[src/rtl/core/ibt_pkg.sv]
// ----------------------------------------------------------------------------
// Interval booking table package
// Shared types, status codes and default sizes for the booking table core.
// ----------------------------------------------------------------------------
package ibt_pkg;

   localparam int IBT_CAPACITY  = 64;
   localparam int IBT_TIME_BITS = 32;

   localparam logic [1:0] STATUS_BOOKED  = 2'd0;
   localparam logic [1:0] STATUS_OVERLAP = 2'd1;
   localparam logic [1:0] STATUS_FULL    = 2'd2;

   typedef struct packed {
      logic [31:0] start_time;
      logic [31:0] end_time;
   } ibt_req_type;

   typedef struct packed {
      logic       booked;
      logic [1:0] status;
      logic [6:0] entries_used;
   } ibt_rsp_type;

   typedef struct packed {
      logic check_en;
      logic shift_en;
   } ibt_cell_ctrl_type;

   typedef enum logic [1:0] {
      ST_IDLE,
      ST_CHECK,
      ST_DECIDE
   } ibt_state_type;

endpackage

[src/rtl/core/ibt_cell.sv]
// ----------------------------------------------------------------------------
// Interval booking table cell
// Holds one stored interval, checks it against the pending request and
// hands its interval to the next cell when a new booking is inserted.
// ----------------------------------------------------------------------------
module ibt_cell
   import ibt_pkg::*;
#(
   parameter int TIME_BITS = IBT_TIME_BITS
) (
   input  logic                 clock,
   input  ibt_cell_ctrl_type    ctrl,
   input  logic                 active,
   input  logic [TIME_BITS-1:0] req_start,
   input  logic [TIME_BITS-1:0] req_end,
   input  logic [TIME_BITS-1:0] prev_start,
   input  logic [TIME_BITS-1:0] prev_end,
   output logic [TIME_BITS-1:0] next_start,
   output logic [TIME_BITS-1:0] next_end,
   output logic                 hit
);

   logic [TIME_BITS-1:0] start_ff;
   logic [TIME_BITS-1:0] end_ff;
   logic                 hit_ff;
   logic                 hit_in;

   assign hit_in = active && !((end_ff <= req_start) || (start_ff >= req_end));

   always_ff @(posedge clock) begin
      if (ctrl.shift_en) begin
         start_ff <= prev_start;
         end_ff   <= prev_end;
      end
      if (ctrl.check_en) begin
         hit_ff <= hit_in;
      end
   end

   assign next_start = start_ff;
   assign next_end   = end_ff;
   assign hit        = hit_ff;

endmodule
[config.mk]
export PLATFORM = sky130hd
export DESIGN_NAME = ibt_cell
export DESIGN_NICKNAME = d
export VERILOG_FILES = /design/src/rtl/core/ibt_pkg.sv /design/src/rtl/core/ibt_cell.sv
export SDC_FILE = /design/constraint.sdc
export NUM_CORES = 1
export LEC_CHECK = 0
export BUFFER_PORTS_ARGS = -buffer_cell sky130_fd_sc_hd__buf_2
export CAP_MARGIN = 20
export CORE_AREA = 3 3 77 116
export DETAILED_ROUTE_END_ITERATION = 12
export DIE_AREA = 0 0 80 119
export PLACE_DENSITY = 0.77
export REMOVE_ABC_BUFFERS = 1
export SYNTH_ARGS = -nofsm -noshare
export SYNTH_HDL_FRONTEND = slang
export SYNTH_SLANG_ARGS = --single-unit
[constraint.sdc]
create_clock -name clock -period 2.7 [get_ports clock]
set_clock_uncertainty 0.1 [all_clocks]
set_input_delay 0.135 -clock clock [delete_from_list [all_inputs] [get_ports clock]]
set_output_delay 0.135 -clock clock [all_outputs]
set_load 0.01 [all_outputs]
==> results.md, run 1 <==
* Routed Antenna Nets at 0
* Syn avg cell area at 12.4 um2
* Unique masters post-synth at 28
* CTS tree: done
* Final Max Tran Viols at 0
* Slew HR at 46.5%
* Overall Power at 0.00291 W
* Largest net degree at the start of global routing at 34
* Die extent in x at 80 um
* Dominant synthesized flop cell: edfxtp_1
* Register area share after synthesis at 54.8%
* Met1 Use GR at 21.7%
* Asr flop ratio synth at 0%
* Die footprint at 0.00952 mm2
* Root buffer cell: clkbuf_16
* Top-count cell post-synth: inv_1
* Layout net count at 757
* Global-route met2 utilization at 43.4%
* Total number of vias at 3300
* Htree depth at 3
* Reg2Reg Depth at 6
* Gr usage total at 22.9%
* IO Port Bufs at 196
* Layout cells sized above 1 at 37.5%
* Synth-to-Final Area Change at 57.8%
* Min-Delay Endpoint: hit$_DFFE_PP_
* Min Tclk post-route at 2.45 ns
* Post-synth top area cell: edfxtp_1
* Hold Violations, Final at 0
* Synthesized flop and latch total at between 60 and 70
* Cts bufs inserted at 9
* Setup TNS at 0 ns
* First-pass GRT wire length at roughly 17000 um
* Post-synth EDFFs at 65
* DR pass1 iterations at 4
* Clock transition at path regs at 0.05 ns
* Pleak at 2.85 nW
* Crit path capture type: register
* Hold Startpoint: active
* Final period util at 90.8%
* Max Clk Rate at 408 MHz
* Most common library cells after synthesis: 66 x inv_1, 65 x edfxtp_1, 64 x ha_1
* Core box area at 0.00801 mm2
* Yosys warning count at 0
* Slew of the pin with the lowest slew margin at around 0.8 ns
* Number of global-route vias before repair at 3778
* Antenna violations before repair at 0
* Initial Utilization at 44.5%
* Wire per inst at about 16 um
* Cell Area, Synth at 0.00356 mm2
* Setup CP Type: reg2reg
* # diodes at 0
* Io pins at 197
* Hold Path Stages at 5
* Grt ovf at 0
* Pwr dens at 518 mW/mm2
* Multi-input logic area at 0.00137 mm2
* First-iteration detailed-routing DRC count at 119
* Setup crit start kind: register
* Max rail drop VDD at between 0.3 and 0.4 mV
* Clock sink count at 65
* Dpl hpwl at 7790 um
* Global Route met3 Usage at 5.60%
* Worst Hold Class: in2reg
* Status: finished, final reports clean
* Die span in y at 119 um
* RR Startpoint: next_end[17]$_DFFE_PP_
* Row count at 40
* Gp weighted congestion at about 0.76
* CP Data Arrival Time at 2.39 ns
* R2r setup slk at ~0.25 ns
* Crit Path Max Fanout at 2
* Fin util at between 70 and 80%
* Cells after synthesis at 288
* FF-to-FF End: hit$_DFFE_PP_
* Data required, critical path at 2.64 ns
* Storage element area at 0.00195 mm2
* RSZ-0062 raised after global routing: no
* Fill count at between 500 and 600
* Clock Tree Buf Depth at 2
* Top post-synthesis cells by area: edfxtp_1 55%, ha_1 22%, inv_1 6.9%
* Top cell type's share of synthesized area at 54.8%
* Clk Latency, worst-skew pair at 0.32 ns
* # DRC at 0
* Global route hottest layer: met2
* Setup violations, final at 0
* Max Cap Violations at 0
* DRT Wirelength at 10800 um
* Vias per cell at just under 5
worst max-delay path, cell delays in order, from the launching register on:
cell and delay, ns:
edfxtp_1 0.39, ha_1 0.31, a21oi_1 0.17, o21ai_1 0.11
a221o_1 0.34, a2111oi_0 0.59, a2111oi_2 0.16
flip-flops by register name (all words and copies together), names as in the netlist:
signal,flops
next_end,32
next_start,32
hit,1
final cells by class:
class,instances,share of cell area (%)
repair buffers,262,29.4
multi-input cells,157,24.3
flip-flops and latches,65,34.7
well taps,105,2.34
clock buffers,10,4.07
inverters,66,4.40
clock inverters,5,0.845
cell usage in the layout, fill, tap and decap left out:
| master | netlist | routed |
|---|---|---|
| buf_2 | 0 | 196 |
| inv_1 | 66 | 66 |
| edfxtp_1 | 65 | 65 |
| dlygate4sd3_1 | 0 | 65 |
| ha_1 | 64 | 64 |
| a21oi_1 | 23 | 23 |
| nand4_1 | 14 | 14 |
| nand2_1 | 10 | 10 |
| nand3_1 | 9 | 9 |
| clkbuf_16 | 0 | 9 |
| a21o_1 | 4 | 4 |
| nor2_1 | 3 | 3 |
| nor4_1 | 3 | 3 |
| o21ai_0 | 3 | 3 |
| o21ai_1 | 2 | 2 |
| a221o_1 | 2 | 2 |
| nor2b_1 | 2 | 2 |
| a2111oi_0 | 2 | 2 |
| a21boi_0 | 2 | 2 |
| nand2b_1 | 2 | 2 |
| a211o_1 | 2 | 2 |
| clkinv_1 | 0 | 2 |
| clkinv_2 | 0 | 2 |
| o211ai_1 | 1 | 1 |
| o31ai_1 | 1 | 1 |
| o21bai_1 | 1 | 1 |
| nand2b_4 | 1 | 1 |
| a2111o_1 | 1 | 1 |
| a311oi_2 | 1 | 1 |
| or4_1 | 1 | 1 |
| a31oi_1 | 1 | 1 |
| a211oi_1 | 1 | 1 |
| a2111oi_2 | 1 | 1 |
| clkbuf_1 | 0 | 1 |
| bufinv_16 | 0 | 1 |
| buf_12 | 0 | 1 |
repair_timing:
item	CTS	global route
hold buffers	65	0
setup buffers	0	0
hold endpoints to repair	65	0
endpoints found under the setup margin	0	0
gates resized for setup	0	0
logic make-up after synthesis:
family,synth area share [%]
AOI/OAI and AO/OA,8.92
adders and majority gates,22.5
buffers and inverters,6.95
DFF,54.8
and+or+nand+nor,6.91
metal layers:
layer	vias up	wire (um)
met1	1513	3740
met5	-	0
met2	162	5960
li1	1594	-
met4	0	405
met3	31	740
metrics by stage:
| stage | setup WS (ns) | std cells | instance area (um2) | hold slack (ns) |
|---|---|---|---|---|
| detailed placement | 0.199 | 590 | 4700 | 0.213 |
| finish | 0.249 | 670 | 5620 | 0.351 |
| CTS | 0.196 | 670 | 5620 | 0.346 |
| global route | 0.139 | 670 | 5620 | 0.385 |
| floorplan | 0.482 | 288 | 3560 | 0.134 |
| global placement | 0.335 | 590 | 4700 | 0.211 |
how the worst max path moves through the flow:
stage	from	end	slack, ns	depth (start not counted)
after detailed placement	next_end[17]$_DFFE_PP_	hit$_DFFE_PP_	0.20	6
after global placement	next_end[12]$_DFFE_PP_	hit$_DFFE_PP_	0.34	5
after floorplan	next_end[19]$_DFFE_PP_	hit$_DFFE_PP_	0.48	6
after CTS	next_end[17]$_DFFE_PP_	hit$_DFFE_PP_	0.20	6
final	next_end[17]$_DFFE_PP_	hit$_DFFE_PP_	0.25	6
after global routing	next_end[17]$_DFFE_PP_	hit$_DFFE_PP_	0.14	6
where the power goes:
part	internal (W)	total (W)	switching, W
clock	0.000699	0.00109	0.000387
sequential	0.00121	0.00125	0.0000451
combinational	0.000300	0.000578	0.000277
total	0.00220	0.00291	0.000709
No activity file was read; power rests on OpenSTA's default activity.
==> run 2, diff against run 1 <==
--- a/config.mk
+++ b/config.mk
@@ -5,11 +5,13 @@
 export SDC_FILE = /design/constraint.sdc
 export NUM_CORES = 1
 export LEC_CHECK = 0
+export ABC_AREA = 1
 export BUFFER_PORTS_ARGS = -buffer_cell sky130_fd_sc_hd__buf_2
 export CAP_MARGIN = 20
-export CORE_AREA = 3 3 77 116
+export CORE_AREA = 3 3 78 117
+export CTS_CLUSTER_SIZE = 24
 export DETAILED_ROUTE_END_ITERATION = 12
-export DIE_AREA = 0 0 80 119
+export DIE_AREA = 0 0 81 120
 export PLACE_DENSITY = 0.77
 export REMOVE_ABC_BUFFERS = 1
 export SYNTH_ARGS = -nofsm -noshare
==> run 2 against run 1 <==
Total power is 2.5% lower. Utilization is 1.6 points lower. Wire length is 0.41% lower. Sequential cell count stayed put. Clock-buffer cell count is 3 higher. Sequential power hardly changed. Die area is 2.1% higher. Fmax is 35% higher. Combinational power is 3.5% higher. Register-to-register slack better by 0.64 ns. Synthesized cell count is 23% higher. Worst setup slack better by 0.64 ns. Critical path type unchanged. Critical endpoint unchanged. Largest cell class unchanged.
==> results.md, run 2 <==
* Cts bufs inserted at 9
* Layout cells sized above 1 at 33.4%
* CTS tree: done
* Setup CP Type: reg2reg
* Leading cell type in the layout, fill and taps excluded: buf_2
* Routed Antenna Nets at 0
* Max Cap Violations at 0
* Crit path capture type: register
* Worst Hold Class: in2reg
* CP Data Arrival Time at 1.80 ns
* Wire per inst at roughly 15 um
* # DRC at 0
* Fill count at 626
* First-pass GRT wire length at 16900 um
* Row count at 41
* Yosys warning count at 0
* Die span in y at 120 um
* Max Clk Rate at 552 MHz
* Cells after synthesis at 353
* Global route hottest layer: met2
* Cell Area, Synth at 0.00368 mm2
* Met1 Use GR at between 20% and 30%
* Clock Tree Buf Depth at 2
* Top cell type's share of synthesized area at 53.1%
* Largest net degree at the start of global routing at 38
* Syn avg cell area at 10.4 um2
* Min Tclk post-route at between 1.5 and 2 ns
* Pwr dens at 497 mW/mm2
* Post-synth EDFFs at 65
* Top-count cell post-synth: inv_1
* Htree depth at 3
* Gr usage total at 23.2%
* Global Route met3 Usage at under 10%
* Synthesized flop and latch total at 65
* IO Port Bufs at 196
* Setup crit start kind: register
* Post-route cell area at 0.00571 mm2
* Final Max Tran Viols at 0
* Status: finished, final reports clean
* Dominant synthesized flop cell: edfxtp_1
* Root buffer cell: clkbuf_16
* Placed instance area at 0.00481 mm2
* Pleak at slightly above 3 nW
* Clock sink count at 65
* Vias per cell at 4.70
* Clock transition at path regs at 0.05 ns
* Asr flop ratio synth at 0%
* Die extent in x at 81 um
* Die footprint at about 0.0097 mm2
* Final Non-Filler Cells at ~740
* Top post-synthesis cells by area: edfxtp_1 53%, ha_1 22%, inv_1 8.3%
* Core box area at roughly 0.0083 mm2
* Hold Violations, Final at 0
* Post-Place Cells at 657
* Number of global-route vias before repair at 3845
* Fin Hold WS at roughly 0.27 ns
* Gp weighted congestion at 0.831
* Crit Path Max Fanout at 2
* CP max-delay cell: edfxtp_1
* Synth-to-Final Area Change at 55.2%
* Total number of vias at 3459
* Dpl hpwl at 7840 um
* Grt ovf at 0
* RSZ-0062 raised after global routing: no
* Setup TNS at 0 ns
* Unique masters post-synth at 17
* Final period util at between 60% and 70%
* Global-route met2 utilization at around 43%
* Data required, critical path at 2.68 ns
* Register area share after synthesis at between 50% and 60%
* Max rail drop VDD at 0.420 mV
* Crit-path cells: ha_1 -> nand2_1 -> nor2_1 -> nand2_1 -> nor2_1 -> nand2_1 -> nand3_1 -> nor2_1 -> nand2_1 -> nor2_1
* Setup violations, final at 0
* DR pass1 iterations at 6
* Antenna violations before repair at 0
* Slew of the pin with the lowest slew margin at about 0.65 ns
* Layout net count at about 820
* Slowest Stage Delay on Critical Path at 0.38 ns
* Most common library cells after synthesis: 81 x inv_1, 70 x nand2_1, 65 x edfxtp_1
* # diodes at 0
* First-iteration detailed-routing DRC count at between 150 and 200
* Initial Utilization at 44.2%
* Post-synth top area cell: edfxtp_1
* Setup repair bufs after CTS at 0
* DRT Wirelength at 10800 um
* Commonest cells after routing, fill and taps aside: 196 x buf_2, 81 x inv_1, 70 x nand2_1
* Slew HR at 56.9%
* Clk Latency, worst-skew pair at 0.33 ns
* Io pins at 197
run 2: cell types whose count changed after synthesis, moves of 3 or more:
cell and delta:
nor2_1 +22, nand4_1 -11, o21ai_0 +3, nand3_1 -7, a21oi_1 +3, nand2_1 +60
inv_1 +15, nor4_1 -3
run 2: worst paths after layout:
check,from,to,slack (ns),depth (start not counted)
worst min register to register,next_end[31]$_DFFE_PP_,hit$_DFFE_PP_,0.82,7
worst min-delay path,ctrl[0],next_start[19]$_DFFE_PP_,0.27,1
worst max-delay path,next_end[15]$_DFFE_PP_,hit$_DFFE_PP_,0.89,10
worst max register to register,next_end[15]$_DFFE_PP_,hit$_DFFE_PP_,0.89,10
run 2: per-layer routing:
metal | vias to the layer above | part of all wire, % | routed length [um]
met4 | 0 | 5.3 | 569
met5 | - | 0 | 0
met3 | 45 | 5.5 | 592
met2 | 160 | 55 | 5910
met1 | 1545 | 35 | 3730
li1 | 1709 | - | -
run 2: critical path: cells and delay by family (launching register included):
kind | cells | cell delay [ns]
adder cells (fa/ha/maj) | 1 | 0.31
flip-flops | 1 | 0.38
AND/OR/NAND/NOR | 9 | 0.78
run 2: repair_timing:
action                                  in CTS  in global routing
endpoints found under the hold margin       65                  0
endpoints found under the setup margin       0                  0
gates resized for setup                      0                  0
hold buffers                                65                  0
run 2: metrics by stage:
step | total power, W | utilization, % | setup WS [ns]
final | 0.00284 | 68.7 | 0.887
after global routing | 0.00299 | 68.7 | 0.741
after CTS | 0.00286 | 68.7 | 0.846
after detailed placement | 0.00178 | 57.9 | 0.859
after global placement | 0.00175 | 57.9 | 0.889
after floorplan | 0.00152 | - | 1.02
run 2: area by class of cell:
type | count | area, um2 | area share, %
Clock buffer | 13 | 240 | 4.21
Timing Repair Buffer | 262 | 1650 | 28.9
Inverter | 81 | 304 | 5.33
Clock inverter | 1 | 5.00 | 0.0877
Multi-Input combinational cell | 207 | 1420 | 24.9
Sequential cell | 65 | 1950 | 34.2
Tap cell | 107 | 134 | 2.35
run 2: where the power goes:
part           internal [W]  total, W  switching, W  leakage [nW]
clock              0.000609  0.000994      0.000385         0.120
combinational      0.000301  0.000598      0.000297          2.26
sequential          0.00121   0.00125     0.0000427         0.637
total               0.00212   0.00284      0.000724          3.02
run 2: cell families after synthesis:
kind of cell	share of synthesized area [%]
buffers and inverters	8.27
and+or+nand+nor	11.3
adders and majority gates	21.8
AOI/OAI and AO/OA	5.55
DFF	53.1
==> run 3, diff against run 2 <==
==> constraint.sdc (replaced) <==
create_clock -name clock -period 1.8 [get_ports clock]
set_clock_uncertainty 0.1 [all_clocks]
set_input_delay 0.09 -clock clock [delete_from_list [all_inputs] [get_ports clock]]
set_output_delay 0.09 -clock clock [all_outputs]
set_load 0.01 [all_outputs]
==> run 3 against run 2 <==
Global-route usage decreased by 1.7 points. Via count increased by 1.7%. Register-to-register slack got worse by 0.84 ns. Critical path depth rose by 2. Utilization grew 4.8 points. Combinational power up 74%. Final cell count increased by 0.95%. First-iteration DRC count grew 0.57%.
==> results.md, run 3 (synthesized netlist as in run 2, its figures left out) <==
* Status: finished, final reports clean
* Wire per inst at 14.6 um
* Switch share at 26.1%
* Htree depth at 3
* Clock Tree Buf Depth at 2
* Met1 Use GR at 20.4%
* Total number of vias at 3518
* Global Route met3 Usage at about 4.4%
* Data required, critical path at 1.77 ns
* DR pass1 iterations at 5
* Row count at 41
* Number of global-route vias before repair at between 3k and 4k
* Die footprint at roughly 0.0097 mm2
* Max rail drop VDD at about 0.65 mV
* Crit Path Max Fanout at 2
* Overall Power at 0.00439 W
* Setup TNS at 0 ns
* CP Data Arrival Time at between 1.5 and 2 ns
* Root buffer cell: clkbuf_16
* # diodes at 0
* Final period util at a little over nine tenths
* Dpl hpwl at around 7500 um
* Leading cell type in the layout, fill and taps excluded: buf_2
* DP Worst Slack at -0.0320 ns
* First-iteration detailed-routing DRC count at 177
* Slew HR at roughly 75%
* Clock sink count at 65
* Fill count at roughly 560
* Core box area at 0.00831 mm2
* Combinational power share at about a quarter
* Antenna violations before repair at 0
* Slew of the pin with the lowest slew margin at 0.369 ns
* Clk Latency, worst-skew pair at 0.32 ns
* Setup violations, final at 0
* Placed instance area at 0.00482 mm2
* Largest net degree at the start of global routing at 65
* Die extent in x at 81 um
* Min Tclk post-route at 1.75 ns
* Cts bufs inserted at 9
* IO Port Bufs at slightly below 200
* Setup crit start kind: register
* # DRC at 0
* Layout cells sized above 1 at 41.4%
* CTS tree: done
* Global route hottest layer: met2
* Internal power at about 0.0032 W
* Die span in y at 120 um
* Synth-to-Final Area Change at 66.1%
* Io pins at 197
* Setup CP Type: reg2reg
* Crit path capture type: register
* Seq pwr share at between 40% and 50%
* Max Clk Rate at approximately 570 MHz
* Worst Hold Class: in2reg
* Initial Utilization at 44.2%
* Gp weighted congestion at 0.810
* Final Max Tran Viols at 0
* Pleak at 3.09 nW
* Routed Antenna Nets at 0
* Post-route cell area at just over 0.006 mm2
* Layout net count at 829
* Setup ws final at between 0.04 and 0.05 ns
* NetSw at 0.00115 W
* Multi-input logic area at 0.00177 mm2
* Global-route met2 utilization at 40.2%
* Clock transition at path regs at approximately 0.050 ns
* First-pass GRT wire length at 16000 um
* Commonest cells after routing, fill and taps aside: 196 x buf_2, 81 x inv_1, 65 x edfxtp_1, 65 x dlygate4sd3_1, 58 x nand2_1
* Clk pwr share at 33.4%
* Storage element area at a little under 0.002 mm2
* Vias per cell at 4.73
* DRT Wirelength at 10900 um
* Gr usage total at 21.5%
* Pwr dens at just over 700 mW/mm2
* Hold Violations, Final at 0
* Fin util at 73.5%
* Grt ovf at 0
* RSZ-0062 raised after global routing: yes
* Max Cap Violations at 0
run 3: area by class of cell:
cell class / instances / share of cell area [%]
flip-flops and latches: 65 / 32.0
multi-input cells: 207 / 29.0
repair buffers: 269 / 27.9
inverters: 81 / 4.98
clock buffers: 12 / 3.87
well taps: 107 / 2.19
clock inverters: 2 / 0.123
run 3: stage by stage:
| stage | cells | hold slack [ns] |
|---|---|---|
| detailed placement | 658 | 0.168 |
| CTS | 737 | 0.204 |
| global placement | 658 | 0.167 |
| global route | 743 | 0.202 |
| finish | 743 | 0.188 |
| floorplan | 353 | 0.0889 |
run 3: power groups by stage:
stage               sequential [W]  clock [W]  combinational, W
global route               0.00190    0.00156           0.00117
finish                     0.00189    0.00147           0.00104
CTS                        0.00187    0.00151          0.000890
global placement           0.00189          0          0.000741
detailed placement         0.00190          0          0.000772
floorplan                  0.00195          0          0.000329
run 3: layer usage:
| metal | wire length [um] | share of wire, % |
|---|---|---|
| met1 | 3680 | 34 |
| met2 | 6070 | 56 |
| met3 | 627 | 5.8 |
| met4 | 497 | 4.6 |
| met5 | 0 | 0 |
run 3: timing repair:
item,CTS,global route
pin swaps,1,26
resized for setup,2,58
hold buffers,65,0
endpoints found under the setup margin,1,1
hold endpoints to repair,65,0
buffers inserted,0,6
run 3: final timing paths:
path	from	to	slack [ns]	cells after the start
setup / recovery	next_start[7]$_DFFE_PP_	hit$_DFFE_PP_	0.05	12
hold reg to reg	next_start[31]$_DFFE_PP_	hit$_DFFE_PP_	0.88	7
setup reg to reg	next_start[7]$_DFFE_PP_	hit$_DFFE_PP_	0.05	12
hold / removal	ctrl[0]	next_start[26]$_DFFE_PP_	0.19	2
run 3: worst max-delay path, cell delays in order (launching register included):
cell and delay [ns]:
edfxtp_1 0.43, ha_4 0.31, nand2_4 0.06, inv_1 0.06, nand2_1 0.10, nand2_2 0.07
nor2_1 0.04, nand2_1 0.07, nand2_1 0.05, nand2_1 0.08, nand2_1 0.05, nand2_1 0.06
nor2_1 0.03
